**src/hdl/vpbc_pkg.sv**
```systemverilog
// ----------------------------------------------------------------------------
// vpbc_pkg
// Shared types, codes and defaults for the tenant port policy engine.
// ----------------------------------------------------------------------------
`timescale 1ns / 1ps

package vpbc_pkg;

    // default sizing
    localparam int VHOST_COUNT_DEF = 256;
    localparam int POOL_DEPTH_DEF  = 16384;
    localparam int INFRA_DEPTH_DEF = 64;

    // field widths
    localparam int QUOTA_W       = 15;
    localparam int PORT_W        = 16;
    localparam int VHOST_W       = 8;
    localparam int S_TDATA_W     = 32;
    localparam int M_TDATA_W     = 24;
    localparam logic [QUOTA_W-1:0] QUOTA_RESET = 15'd8;

    // request kinds
    typedef enum logic [1:0] {
        MODE_BIND    = 2'd0,
        MODE_CONNECT = 2'd1,
        MODE_PUSH    = 2'd2,
        MODE_ADD     = 2'd3
    } mode_t;

    // result codes
    typedef enum logic [3:0] {
        ST_PASS    = 4'd0,
        ST_REUSE   = 4'd1,
        ST_NEW     = 4'd2,
        ST_INFRA   = 4'd3,
        ST_OWN     = 4'd4,
        ST_QUOTA   = 4'd5,
        ST_EMPTY   = 4'd6,
        ST_FOREIGN = 4'd7,
        ST_UNOWNED = 4'd8,
        ST_STORED  = 4'd9,
        ST_FULL    = 4'd10
    } status_t;

    // source of the returned port
    typedef enum logic [1:0] {
        SEL_IN   = 2'd0,
        SEL_HASH = 2'd1,
        SEL_FIFO = 2'd2
    } port_sel_t;

    // controller states
    typedef enum logic [3:0] {
        S_CLEAR,
        S_IDLE,
        S_DISPATCH,
        S_HRD,
        S_HCHK,
        S_BCHK,
        S_BPOP,
        S_IRD,
        S_ICHK,
        S_OCHK,
        S_EMIT
    } state_t;

    // controller to datapath
    typedef struct packed {
        logic      clr_step;
        logic      load;
        logic      hash_start;
        logic      hash_rd;
        logic      hash_adv;
        logic      cnt_rd;
        logic      fifo_rd;
        logic      commit;
        logic      push;
        logic      infra_start;
        logic      infra_rd;
        logic      infra_adv;
        logic      infra_add;
        logic      owner_rd;
        logic      set_res;
        status_t   res_code;
        port_sel_t res_sel;
        logic      emit;
    } cmd_t;

    // datapath to controller
    typedef struct packed {
        mode_t mode;
        logic  has_tag;
        logic  loopback;
        logic  clr_done;
        logic  hash_hit;
        logic  hash_used;
        logic  quota_hit;
        logic  fifo_empty;
        logic  fifo_full;
        logic  table_full;
        logic  infra_end;
        logic  infra_hit;
        logic  infra_full;
        logic  owner_valid;
        logic  owner_same;
        logic  out_free;
    } sts_t;

    // permit flag that goes with each result code
    function automatic logic status_allow(input status_t s);
        logic a;
        unique case (s)
            ST_PASS, ST_REUSE, ST_NEW, ST_INFRA, ST_OWN, ST_STORED: a = 1'b1;
            default: a = 1'b0;
        endcase
        return a;
    endfunction

endpackage

```
**src/hdl/vpbc_ctrl.sv**
```systemverilog
// ----------------------------------------------------------------------------
// vpbc_ctrl
// Sequencer for the policy engine: clear pass, table probes and commits.
// ----------------------------------------------------------------------------
`timescale 1ns / 1ps

module vpbc_ctrl (
    input  logic            aclk,
    input  logic            aresetn,
    input  logic            s_tvalid,
    output logic            s_tready,
    input  vpbc_pkg::sts_t  sts,
    output vpbc_pkg::cmd_t  cmd
);
    import vpbc_pkg::*;

    state_t state_reg, state_next;

    // state register
    always_ff @(posedge aclk) begin
        if (!aresetn) begin
            state_reg <= S_CLEAR;
        end else begin
            state_reg <= state_next;
        end
    end

    // next state and commands
    always_comb begin
        state_next = state_reg;
        cmd        = '0;
        cmd.res_code = ST_PASS;
        cmd.res_sel  = SEL_IN;
        s_tready   = 1'b0;
        unique case (state_reg)
            S_CLEAR: begin
                cmd.clr_step = 1'b1;
                if (sts.clr_done) begin
                    state_next = S_IDLE;
                end
            end
            S_IDLE: begin
                s_tready = 1'b1;
                if (s_tvalid) begin
                    cmd.load   = 1'b1;
                    state_next = S_DISPATCH;
                end
            end
            S_DISPATCH: begin
                unique case (sts.mode)
                    MODE_BIND, MODE_CONNECT: begin
                        if (!sts.has_tag || (sts.mode == MODE_CONNECT && !sts.loopback)) begin
                            cmd.set_res  = 1'b1;
                            cmd.res_code = ST_PASS;
                            state_next   = S_EMIT;
                        end else begin
                            cmd.hash_start = 1'b1;
                            state_next     = S_HRD;
                        end
                    end
                    MODE_PUSH: begin
                        cmd.set_res = 1'b1;
                        if (sts.fifo_full) begin
                            cmd.res_code = ST_FULL;
                        end else begin
                            cmd.push     = 1'b1;
                            cmd.res_code = ST_STORED;
                        end
                        state_next = S_EMIT;
                    end
                    default: begin
                        cmd.infra_start = 1'b1;
                        state_next      = S_IRD;
                    end
                endcase
            end
            S_HRD: begin
                cmd.hash_rd = 1'b1;
                state_next  = S_HCHK;
            end
            S_HCHK: begin
                priority if (sts.hash_hit) begin
                    cmd.set_res  = 1'b1;
                    cmd.res_code = ST_REUSE;
                    cmd.res_sel  = SEL_HASH;
                    state_next   = S_EMIT;
                end else if (sts.hash_used) begin
                    // occupied by another key, probe the next slot
                    cmd.hash_adv = 1'b1;
                    state_next   = S_HRD;
                end else if (sts.mode == MODE_BIND) begin
                    cmd.cnt_rd = 1'b1;
                    state_next = S_BCHK;
                end else begin
                    cmd.infra_start = 1'b1;
                    state_next      = S_IRD;
                end
            end
            S_BCHK: begin
                priority if (sts.quota_hit) begin
                    cmd.set_res  = 1'b1;
                    cmd.res_code = ST_QUOTA;
                    state_next   = S_EMIT;
                end else if (sts.fifo_empty) begin
                    cmd.set_res  = 1'b1;
                    cmd.res_code = ST_EMPTY;
                    state_next   = S_EMIT;
                end else if (sts.table_full) begin
                    cmd.set_res  = 1'b1;
                    cmd.res_code = ST_FULL;
                    state_next   = S_EMIT;
                end else begin
                    cmd.fifo_rd = 1'b1;
                    state_next  = S_BPOP;
                end
            end
            S_BPOP: begin
                cmd.commit   = 1'b1;
                cmd.set_res  = 1'b1;
                cmd.res_code = ST_NEW;
                cmd.res_sel  = SEL_FIFO;
                state_next   = S_EMIT;
            end
            S_IRD: begin
                if (sts.infra_end) begin
                    if (sts.mode == MODE_CONNECT) begin
                        cmd.owner_rd = 1'b1;
                        state_next   = S_OCHK;
                    end else begin
                        cmd.set_res = 1'b1;
                        if (sts.infra_full) begin
                            cmd.res_code = ST_FULL;
                        end else begin
                            cmd.infra_add = 1'b1;
                            cmd.res_code  = ST_STORED;
                        end
                        state_next = S_EMIT;
                    end
                end else begin
                    cmd.infra_rd = 1'b1;
                    state_next   = S_ICHK;
                end
            end
            S_ICHK: begin
                if (sts.infra_hit) begin
                    cmd.set_res  = 1'b1;
                    cmd.res_code = (sts.mode == MODE_CONNECT) ? ST_INFRA : ST_STORED;
                    state_next   = S_EMIT;
                end else begin
                    cmd.infra_adv = 1'b1;
                    state_next    = S_IRD;
                end
            end
            S_OCHK: begin
                cmd.set_res = 1'b1;
                priority if (!sts.owner_valid) begin
                    cmd.res_code = ST_UNOWNED;
                end else if (sts.owner_same) begin
                    cmd.res_code = ST_OWN;
                end else begin
                    cmd.res_code = ST_FOREIGN;
                end
                state_next = S_EMIT;
            end
            S_EMIT: begin
                if (sts.out_free) begin
                    cmd.emit   = 1'b1;
                    state_next = S_IDLE;
                end
            end
            default: begin
                state_next = S_IDLE;
            end
        endcase
    end

endmodule

```
**config.mk**
```make
export PLATFORM = sky130hd
export DESIGN_NAME = vpbc_ctrl
export DESIGN_NICKNAME = d
export VERILOG_FILES = /design/src/hdl/vpbc_pkg.sv /design/src/hdl/vpbc_ctrl.sv
export SDC_FILE = /design/constraint.sdc
export NUM_CORES = 1
export LEC_CHECK = 0
export BUFFER_PORTS_ARGS = -buffer_cell sky130_fd_sc_hd__buf_2
export CELL_PAD_IN_SITES_DETAIL_PLACEMENT = 0
export CELL_PAD_IN_SITES_GLOBAL_PLACEMENT = 1
export CORE_MARGIN = 2
export CORE_UTILIZATION = 31
export CTS_CLUSTER_SIZE = 20
export DETAILED_ROUTE_END_ITERATION = 10
export GPL_TIMING_DRIVEN = 0
export PLACE_DENSITY = 0.8
export SYNTH_ARGS = -nofsm -noshare
export SYNTH_HDL_FRONTEND = slang
export SYNTH_SLANG_ARGS = --single-unit
```
**constraint.sdc**
```tcl
create_clock -name aclk -period 2.58 [get_ports aclk]
set_input_delay 0.129 -clock aclk [delete_from_list [all_inputs] [get_ports aclk]]
set_output_delay 0.129 -clock aclk [all_outputs]
set_load 0.1 [all_outputs]
```
Yosys cells after proc, flatten, opt, wreduce, memory -nomap -nowiden --
Index checks and enable logic that the tools add are counted. Widths: inputs -> output; s select.
Operators by class: $add $sub $neg 0, $mul 0, divide/modulo/power cells 0, magnitude comparators 0, equal/unequal tests 15, shift-type cells 0, multiplexer cells 67, bitwise gates (word level) 0, reductions and logical operators 10
Operators with widths (number):
- $mux 4 | 12
- $pmux 4 s10 | 1
- $pmux 5 s7 | 1
- $mux 1 | 32
- $mux 5 | 6
- $mux 2 | 9
- $eq 4x3->1 const B | 4
- $mux 7 | 2
- $eq 4x4->1 const B | 3
- $pmux 5 s2 | 1
- $eq 4x2->1 const B | 2
- $pmux 4 s2 | 1
- $ne 2x2->1 const B | 3
- $eq 4x1->1 const B | 1
- $logic_not 4->1 | 1
- $pmux 2 s2 | 1
- $reduce_or 2->1 | 2
- $reduce_and 3->1 | 1
- $reduce_or 3->1 | 1
- $eq 2x1->1 const B | 1
- $eq 2x2->1 const B | 1
- $logic_not 1->1 | 2
- $logic_not 2->1 | 1
- $pmux 1 s2 | 1
- other kinds (2) | 2
Word-level totals: bits in registers 4, latch bits 0, bits in writable memories 0, bits in read-only memories 0, bits of input ports 20, output and inout port bits 23, word-level logic and storage cells 93, memories 0

Longest topological paths before layout --
Gate-level depths: netlist (run 1).
depth after elaboration 6, mapped depth 6, mapped depth without buffers 4

Worst setup path before layout (run 1) --
No wires, ideal clock.
kind register to output, from register state_reg[1], to output cmd[4] (netlist bit), arrival time 3.398 ns, required time 2.451 ns, setup slack -0.947 ns, stages on the path, launching flop included 6, buffers on the path 1, cells stage by stage dfxtp_1 > buf_2 > inv_1 > nor4_2 > or3_1 > a211o_1
RTL lines:
- start, declared | RTL line vpbc_ctrl.sv:17 | state_t state_reg, state_next;
- start signal, assigned | RTL line vpbc_ctrl.sv:24 | state_reg <= state_next;
- end, declared | RTL line vpbc_ctrl.sv:13 | output vpbc_pkg::cmd_t cmd

==> results.md, run 1 <==
- Sink Count: 4
- Detail Route met3 WL: 144 µm
- DRC: 0
- HPWL after DPL: 2150 µm
- IO buf count: 40
- Post-cts resize count: 0
- WL final: 2610 µm
- Syn nets: 141
- RSZ-0062 raised after global routing: no
- Fill count: 262
- Worst r2r src: state_reg[3]
- Worst R2R End: state_reg[3]
- DR WL/cell: 13.4 µm
- Worst skew pair latency: 230 ps
- CP arrival: 2140 ps
- CTS tree: built
- Max reg flops: 4
- Via density: 5.39
- GP Congestion: 0.942
- Antenna violations before repair: 0
- # diodes: 0
- Die height: 54.8 µm
- EDFF count, synth: 0
- CTS H-tree depth: 1
- Mean Syn Cell Area: 6.62 µm²
- Gr ovfl total: 0
- DRT iter0 DRCs: 33
- # IOs: 43
- HP Class: input pin to flip-flop
- Setup_tns: 0 ps
- CTS Root Cell: clkbuf_4
- Final non-filler cell total: 194
- Highest metal used: met3
- Total GRT Usage: 18.6%
- Wire length on met2: 1330 µm
- Static leakage: 0.562 nW
- Startpoint types: flip-flop
- Crit-path cells: or4b_4 -> buf_6 -> nor4_4 -> nor4_2 -> o21ai_4 -> buf_2
- Layout Nets: 186
- Worst setup EP type: output port
- Largest net degree at the start of global routing: 11
- Share of layout cells above drive strength 1: 40.2%
- Leading area contributor after synthesis: dfxtp_1
- M1 WL: 1130 µm
- Buffers & Inverters on Critical Path: 2
- Slowest stage delay, CP: 550 ps
- Post-route ant nets: 0
- Post-route minimum period: 2270 ps
- Status: finished clean
- Peak VDD IR: 0.319 mV
- Area of the die: 3010 µm²
- Mapped Cells: 121
- Slew headroom: 67.6%
- Synth Flop Type: dfxtp_1
- Worst hold path startpoint: sts[0]
- Most instantiated cells after synthesis: nor2_1 (17), nor3_1 (12), nand2_1 (9)
- Largest cells by area after synthesis: dfxtp_1 (10%), nor2_1 (8.0%), nor3_1 (7.5%)
- P per Cell Area: 363 nW/µm²
- Slowest CP cell: or4b_4
- Worst endpoint required time: 2450 ps
- Placed insts: 191
- Post-synth top area share: 10.0%
- Hold Vio Cnt, Final: 0
- Vias post-DR: 1,046
- Fmax: 0.440 GHz
- Yosys reg bits: 4
- WHS Path Cells: 2
- Tcrit/Tclk final: 88.0%
- Unique masters post-synth: 43
- Worst Clk Skew: 3.07 ps
- First-pass GRT wire length: 4130 µm
- Final Slew Violations: 0
- Max_cap viols: 0
- Pre-antenna DRT Iters: 4
- Worst Tran Pin Value: 489 ps
- Most common cell in the netlist: nor2_1
- Cts hold-fix bufs: 0
- Yosys warning count: 0
- Clk buf depth: 2
- Row cnt: 18
- R2r setup slk: 880 ps
- Worst r2r path cells: 5
- Critical path class: flip-flop to output port
- Hold endpoint: state_reg[1]
- Starting Density: 32.6%
- Post-Syn Area: 801 µm²
- Tot Pwr: 403 µW
- Core area: 2450 µm²
- # setup viols final: 0
- Fraction of registers with async set/reset: 0%
- Post-CTS setup buffers: 0
- Worst-path fanout max: 6
- CTS Buf Count: 3
- Area grow syn2layout: 38.4%
- Seq/Total Area, Yosys: 10.0%
- CTS clock-pin slew for the worst setup and hold paths: 40 ps
- Vias in the first global route: 924
- Worst path top cell family by delay: simple AND/OR/NAND/NOR gates
- Die width: 54.8 µm
cells by family after synthesis:
kind of cell	Yosys count	synth area share, %
AOI/OAI and AO/OA	26	24.5
buffers and inverters	18	11.9
DFF	4	10.0
muxes	1	1.25
and+or+nand+nor	72	52.3
cell type report:
type	count	area, µm²	area share [%]
flip-flops and latches	4	80.1	7.22
well taps	30	37.5	3.39
plain buffers	11	68.8	6.21
repair buffers	40	200	18.1
multi-input cells	99	673	60.7
inverters	7	26.3	2.37
clock buffers	3	22.5	2.03
through the flow:
step	hold WS [ps]	setup slack, ps	util (%)	area [µm²]
6_report	145	309	45.2	1110
5_1_grt	147	243	45.2	1110
4_1_cts	137	290	45.2	1110
3_5_place_dp	392	546	44.2	1090
3_3_place_gp	375	556	44.2	1090
2_1_floorplan	232	-307	-	848
routing by layer:
layer / global-route usage (%) / vias up
met1: 26.2 / 477
met5: 0 / -
met2: 31.7 / 31
met4: 2.50 / 0
li1: - / 538
met3: 0.820 / 0
power breakdown:
group	switching [mW]	internal, mW	total [mW]
Combinational	0.191	0.0647	0.256
Clock	0.0239	0.0519	0.0759
Sequential	0.00390	0.0671	0.0710
Total	0.219	0.184	0.403
worst reg2reg max path, stage by stage (launching register included):
cell	delay (ps)
dfxtp_1	440
buf_2	250
nand3b_1	160
a211oi_2	100
a2111oi_2	460
a31oi_1	150
worst max-delay path by stage:
stage / startpoint / endpoint / slack (ps) / depth (start not counted)
after global routing: state_reg[3] / cmd[3] / 240 / 6
after global placement: state_reg[3] / cmd[3] / 560 / 6
after floorplan: state_reg[3] / cmd[18] / -310 / 3
after detailed placement: state_reg[0] / cmd[3] / 550 / 7
after CTS: state_reg[3] / cmd[3] / 290 / 6
final: state_reg[3] / cmd[3] / 310 / 6
cells in the final DEF, fill, tap and decap left out, types with 2 or more instances in the layout:
master / instances
nor3_2: 3
nand3_1: 6
o22ai_1: 2
and4b_1: 2
nor3_1: 9
a21oi_1: 4
nand3b_1: 2
nor4_4: 2
a211o_1: 2
and3_1: 3
nand4bb_1: 2
buf_6: 2
nor4_1: 2
nor2_1: 17
a31oi_1: 3
o21ai_0: 4
buf_2: 47
clkbuf_4: 3
dfxtp_1: 4
inv_1: 7
nor2b_1: 4
nand2_1: 9
(Power assumes the default switching activity.)
==> run 2, diff against run 1 <==
--- a/config.mk
+++ b/config.mk
@@ -8,11 +8,10 @@
 export BUFFER_PORTS_ARGS = -buffer_cell sky130_fd_sc_hd__buf_2
 export CELL_PAD_IN_SITES_DETAIL_PLACEMENT = 0
 export CELL_PAD_IN_SITES_GLOBAL_PLACEMENT = 1
-export CORE_MARGIN = 2
+export CORE_MARGIN = 4
 export CORE_UTILIZATION = 31
 export CTS_CLUSTER_SIZE = 20
 export DETAILED_ROUTE_END_ITERATION = 10
-export GPL_TIMING_DRIVEN = 0
 export PLACE_DENSITY = 0.8
 export SYNTH_ARGS = -nofsm -noshare
 export SYNTH_HDL_FRONTEND = slang
==> constraint.sdc (replaced) <==
create_clock -name aclk -period 2.58 [get_ports aclk]
set_input_delay 0.129 -clock aclk [delete_from_list [all_inputs] [get_ports aclk]]
set_output_delay 0.129 -clock aclk [all_outputs]
set_load 0.01 [all_outputs]
==> run 2 against run 1 <==
Net effect: wire length is 1.3% lower; die area is 15% higher; sequential power is 29% higher; sequential share of layout area is 0.77 points higher; clock skew hardly changed; clock-buffer cell count stayed put; total power is 28% lower; combinational power is 54% lower; worst hold slack worse by 19 ps; first-iteration DRC count is 24% higher; sequential cell count stayed put; critical endpoint is now cmd[4].
==> results.md, run 2 (synthesized netlist as in run 1, its figures left out) <==
- Clk buf depth: 2 (unchanged)
- Setup_tns: 0 ps (unchanged)
- Clock network fraction of total power: 27.2% (was 18.8%)
- Flop pwr share: 31.6% (was 17.6%)
- Fmax: 0.444 GHz (was 0.440 GHz)
- CTS Buf Count: 3 (unchanged)
- CTS H-tree depth: 1 (unchanged)
- Worst Clk Skew: 3.13 ps (was 3.07 ps)
- Core area: 2480 µm² (was 2450 µm²)
- Area of the die: 3460 µm² (was 3010 µm²)
- Fin worst setup slack: 329 ps (was 309 ps)
- Logic gate share of total power: 41.1% (was 63.5%)
- Tcrit/Tclk final: 87.2% (was 88.0%)
- Status: finished clean (unchanged)
- Die width: 58.8 µm (was 54.8 µm)
- Post-route minimum period: 2250 ps (was 2270 ps)
- Vias post-DR: 1,016 (was 1,046)
- Post-cts resize count: 0 (unchanged)
- Max reg flops: 4 (unchanged)
- Min Hold Slack: 126 ps (was 145 ps)
- Worst-path fanout max: 24 (was 6)
- # diodes: 0 (unchanged)
- WL final: 2570 µm (was 2610 µm)
- CTS tree: built (unchanged)
- Tot Pwr: 290 µW (was 403 µW)
- GP Congestion: 0.858 (was 0.942)
- Die height: 58.8 µm (was 54.8 µm)
- Post-route ant nets: 0 (unchanged)
- Core Util, Final: 40.5% (was 45.2%)
- Post-CTS setup buffers: 0 (unchanged)
- CTS clock-pin slew for the worst setup and hold paths: 40 ps (about the same)
- DRT iter0 DRCs: 41 (was 33)
- # setup viols final: 0 (unchanged)
- Hold Vio Cnt, Final: 0 (unchanged)
- Max_cap viols: 0 (unchanged)
- Row cnt: 18 (unchanged)
- Antenna violations before repair: 0 (unchanged)
- DRC: 0 (unchanged)
- HP Class: input pin to flip-flop (unchanged)
- Gr ovfl total: 0 (unchanged)
- Sink Count: 4 (unchanged)
- Slowest stage delay, CP: 770 ps (was 550 ps)
- Final Slew Violations: 0 (unchanged)
- First-pass GRT wire length: 4090 µm (was 4130 µm)
- Final instance area: 1000 µm² (was 1110 µm²)
- Peak VDD IR: 0.250 mV (was 0.319 mV)
- Vias in the first global route: 917 (was 924)
- Total GRT Usage: 14.8% (was 18.6%)
- Critical path class: flip-flop to output port (unchanged)
- Worst endpoint required time: 2450 ps (about the same)
- CP arrival: 2120 ps (was 2140 ps)
- RSZ-0062 raised after global routing: no (unchanged)
- Worst skew pair latency: 240 ps (was 230 ps)
- # IOs: 43 (unchanged)
- Share of layout cells above drive strength 1: 33.5% (was 40.2%)
- Starting Density: 32.3% (was 32.6%)
- Static leakage: 0.499 nW (was 0.562 nW)
- DR WL/cell: 13.9 µm (was 13.4 µm)
- Worst Tran Pin Value: 717 ps (was 489 ps)
- Cts hold-fix bufs: 0 (unchanged)
- Area grow syn2layout: 25.2% (was 38.4%)
- Slew headroom: 52.1% (was 67.6%)
- Via density: 5.49 (was 5.39)
- Most common cell after layout, fill and taps aside: buf_2 (unchanged)
- Crit-path cells: nand4bb_1 -> nor3_1 -> or3_1 -> a211o_1 -> buf_2 (was or4b_4 -> buf_6 -> nor4_4 -> nor4_2 -> o21ai_4 -> buf_2)
- Final non-filler cell total: 185 (was 194)
- Pre-antenna DRT Iters: 4 (unchanged)
- HPWL after DPL: 2060 µm (was 2150 µm)
- Startpoint types: flip-flop (unchanged)
- Placed insts: 182 (was 191)
- Area post-placement: 980 µm² (was 1090 µm²)
- P per Cell Area: 289 nW/µm² (was 363 nW/µm²)
- Layout Nets: 177 (was 186)
- Worst setup EP type: output port (unchanged)
- DP Worst Slack: 585 ps (was 546 ps)
- Leading cell types in the layout, fill and taps excluded: buf_2 (42), nor2_1 (17), nor3_1 (12), nand2_1 (9) (was buf_2 (47), nor2_1 (17), nand2_1 (9), nor3_1 (9), inv_1 (7))
- Int Power: 171 µW (was 184 µW)
- CTS Root Cell: clkbuf_4 (unchanged)
- Fraction of power spent switching nets: 40.8% (was 54.4%)
- Sw Pwr: 118 µW (was 219 µW)
- IO buf count: 42 (was 40)
- Largest net degree at the start of global routing: 25 (was 11)
- Slowest CP cell: dfxtp_1 (was or4b_4)
## run 2: cell count changes in the layout (fill, tap and decap cells not counted), moves of 2 or more
| cell | delta |
|---|---|
| buf_2 | -5 |
| nor3_1 | +3 |
| nor3_2 | -3 |
| buf_6 | -2 |
## run 2: layout make-up
type | count | area [µm²]
clock buffers | 3 | 22.5
flip-flops and latches | 4 | 80.1
repair buffers | 42 | 210
multi-input cells | 99 | 626
well taps | 30 | 37.5
fillers | 288 | 1480
inverters | 7 | 26.3
## run 2: worst max-delay path: cells and delay by family (launching register included)
kind	cells	cell delay, ps
compound gates	1	230
buf+inv	1	140
flops	1	770
simple gates	3	750
## run 2: final timing paths
kind,start,to,slack (ps),cells after the start
hold / removal,sts[0],state_reg[1],130,2
setup reg to reg,state_reg[3],state_reg[3],760,4
hold reg to reg,state_reg[1],state_reg[3],820,2
setup / recovery,state_reg[3],cmd[4],330,5
## run 2: per-layer routing
metal	share of wire (%)	track usage (%)	vias up	routed length (µm)
met5	0	0	-	0
met4	0.31	2.91	0	8
met3	8.2	3.29	2	210
met2	45	22.4	42	1160
met1	46	21.4	454	1190
li1	-	-	518	-
## run 2: power by group through the flow
stage | Clock (mW) | Sequential [mW] | Combinational, mW
CTS | 0.0822 | 0.0910 | 0.119
finish | 0.0789 | 0.0917 | 0.119
floorplan | 0 | 0.0708 | 0.101
global route | 0.0889 | 0.0942 | 0.132
global placement | 0 | 0.0921 | 0.119
detailed placement | 0 | 0.0921 | 0.119
==> run 3, diff against run 2 <==
==> config.mk (replaced) <==
export PLATFORM = sky130hd
export DESIGN_NAME = vpbc_ctrl
export DESIGN_NICKNAME = d
export VERILOG_FILES = /design/src/hdl/vpbc_pkg.sv /design/src/hdl/vpbc_ctrl.sv
export SDC_FILE = /design/constraint.sdc
export NUM_CORES = 1
export LEC_CHECK = 0
export BUFFER_PORTS_ARGS = -buffer_cell sky130_fd_sc_hd__buf_2
export CORE_MARGIN = 4
export CORE_UTILIZATION = 48
export CTS_CLUSTER_SIZE = 20
export DETAILED_ROUTE_END_ITERATION = 10
export HOLD_SLACK_MARGIN = 0.12
export PLACE_DENSITY = 0.82
export SYNTH_ARGS = -nofsm -noshare
export SYNTH_HDL_FRONTEND = slang
export SYNTH_SLANG_ARGS = --single-unit
==> run 3 against run 2 <==
Net effect: fmax shrank 0.22%; sequential share of layout area grew 0.060 points; register-to-register slack hardly changed; largest power group unchanged; design area decreased by 0.75%.
==> results.md, run 3 (synthesized netlist as in run 1, its figures left out) <==
- Final non-filler cell total: 172 (was 185)
- Layout Nets: 178 (was 177)
- Post-route minimum period: 2260 ps (was 2250 ps)
- Max reg flops: 4 (unchanged)
- Cts hold-fix bufs: 1 (was 0)
- DRT iter0 DRCs: 28 (was 41)
- HP Class: input pin to flip-flop (unchanged)
- Critical path class: flip-flop to output port (unchanged)
- Min Hold Slack: 163 ps (was 126 ps)
- Core area: 1540 µm² (was 2480 µm²)
- Total GRT Usage: 19.8% (was 14.8%)
- Max_cap viols: 0 (unchanged)
- DR WL/cell: 13.9 µm (about the same)
- Die height: 48.8 µm (was 58.8 µm)
- CTS H-tree depth: 1 (unchanged)
- Buffers & Inverters on Critical Path: 1 (unchanged)
- Startpoint types: flip-flop (unchanged)
- DRC: 0 (unchanged)
- Pre-antenna DRT Iters: 4 (unchanged)
- Row cnt: 14 (was 18)
- # setup viols final: 0 (unchanged)
- CTS Root Cell: clkbuf_4 (unchanged)
- Worst path top cell family by delay: flip-flops (unchanged)
- Most common cell after layout, fill and taps aside: buf_2 (unchanged)
- Slowest CP cell: dfxtp_1 (unchanged)
- IO buf count: 42 (unchanged)
- Status: finished clean (unchanged)
- Sink Count: 4 (unchanged)
- HPWL after DPL: 1890 µm (was 2060 µm)
- Crit-path cells: nand4bb_1 -> nor3_1 -> or3_1 -> a211o_1 -> buf_2 (unchanged)
- Setup_tns: 0 ps (unchanged)
- CTS Buf Count: 3 (unchanged)
- GP Congestion: 0.833 (was 0.858)
- Vias post-DR: 1,015 (was 1,016)
- Leading cell types in the layout, fill and taps excluded: buf_2 (42), nor2_1 (17), nor3_1 (12), nand2_1 (9) (unchanged)
- Worst Tran Pin Value: 718 ps (was 717 ps)
- Final Slew Violations: 0 (unchanged)
- Slew headroom: 52.0% (was 52.1%)
- Static leakage: 0.503 nW (was 0.499 nW)
- CP arrival: 2130 ps (was 2120 ps)
- Worst skew pair latency: 240 ps (about the same)
- R2r setup slk: 770 ps (was 760 ps)
- # IOs: 43 (unchanged)
- Clk buf depth: 2 (unchanged)
- Tcrit/Tclk final: 87.4% (was 87.2%)
- Hold Vio Cnt, Final: 0 (unchanged)
- Slowest stage delay, CP: 780 ps (was 770 ps)
- CTS tree: built (unchanged)
- Largest net degree at the start of global routing: 25 (unchanged)
- Area of the die: 2390 µm² (was 3460 µm²)
- # diodes: 0 (unchanged)
- RSZ-0062 raised after global routing: no (unchanged)
- WL final: 2390 µm (was 2570 µm)
- First-pass GRT wire length: 3990 µm (was 4090 µm)
- Gr ovfl total: 0 (unchanged)
- Post-cts resize count: 0 (unchanged)
- Starting Density: 51.9% (was 32.3%)
- Peak VDD IR: 0.283 mV (was 0.250 mV)
- Worst Clk Skew: 8.23 ps (was 3.13 ps)
- Placed insts: 168 (was 182)
- Fmax: 0.443 GHz (was 0.444 GHz)
- Core Util, Final: 64.5% (was 40.5%)
- Die width: 48.8 µm (was 58.8 µm)
- Antenna violations before repair: 0 (unchanged)
- CTS clock-pin slew for the worst setup and hold paths: 40 ps (about the same)
- Worst-path fanout max: 24 (unchanged)
- P per Cell Area: 292 nW/µm² (was 289 nW/µm²)
- Post-route ant nets: 0 (unchanged)
- Worst setup EP type: output port (unchanged)
- Worst endpoint required time: 2450 ps (about the same)
- Share of layout cells above drive strength 1: 33.3% (was 33.5%)
- Post-CTS setup buffers: 0 (unchanged)
- Via density: 5.90 (was 5.49)
- Area grow syn2layout: 24.2% (was 25.2%)
- Tot Pwr: 291 µW (was 290 µW)
- Vias in the first global route: 923 (was 917)
-- run 3: cell types whose count changed in the layout (fill, tap and decap cells not counted) --
cell / before / now
dlygate4sd3_1: 0 / 1
-- run 3: worst paths after layout --
check,startpoint,to,depth (start not counted)
max,state_reg[3],cmd[4],5
min,aresetn,state_reg[0],2
max reg2reg,state_reg[3],state_reg[3],4
min reg2reg,state_reg[1],state_reg[1],2
-- run 3: where the power goes --
group	switching, mW	internal, mW
clock	0.0274	0.0521
combinational	0.0661	0.0532
sequential	0.0245	0.0671
total	0.118	0.172
-- run 3: metrics by stage --
stage	instance area [µm²]	setup slack (ps)
detailed placement	962	610
CTS	995	343
floorplan	801	1040
global placement	962	665
global route	995	197
finish	995	324
-- run 3: layout make-up --
cell class              count  area, µm²
fillers                   155        547
clock buffers               3       22.5
multi-input cells          99        626
inverters                   7       26.3
flip-flops and latches      4       80.1
repair buffers             43        220
well taps                  16       20.0
-- run 3: routing by layer --
| layer | vias up | GRT usage [%] | routed length (µm) |
|---|---|---|---|
| li1 | 524 | - | - |
| met5 | - | 0 | 0 |
| met2 | 47 | 31.7 | 1150 |
| met1 | 442 | 26.2 | 1030 |
| met4 | 0 | 8.52 | 18 |
| met3 | 2 | 2.75 | 186 |
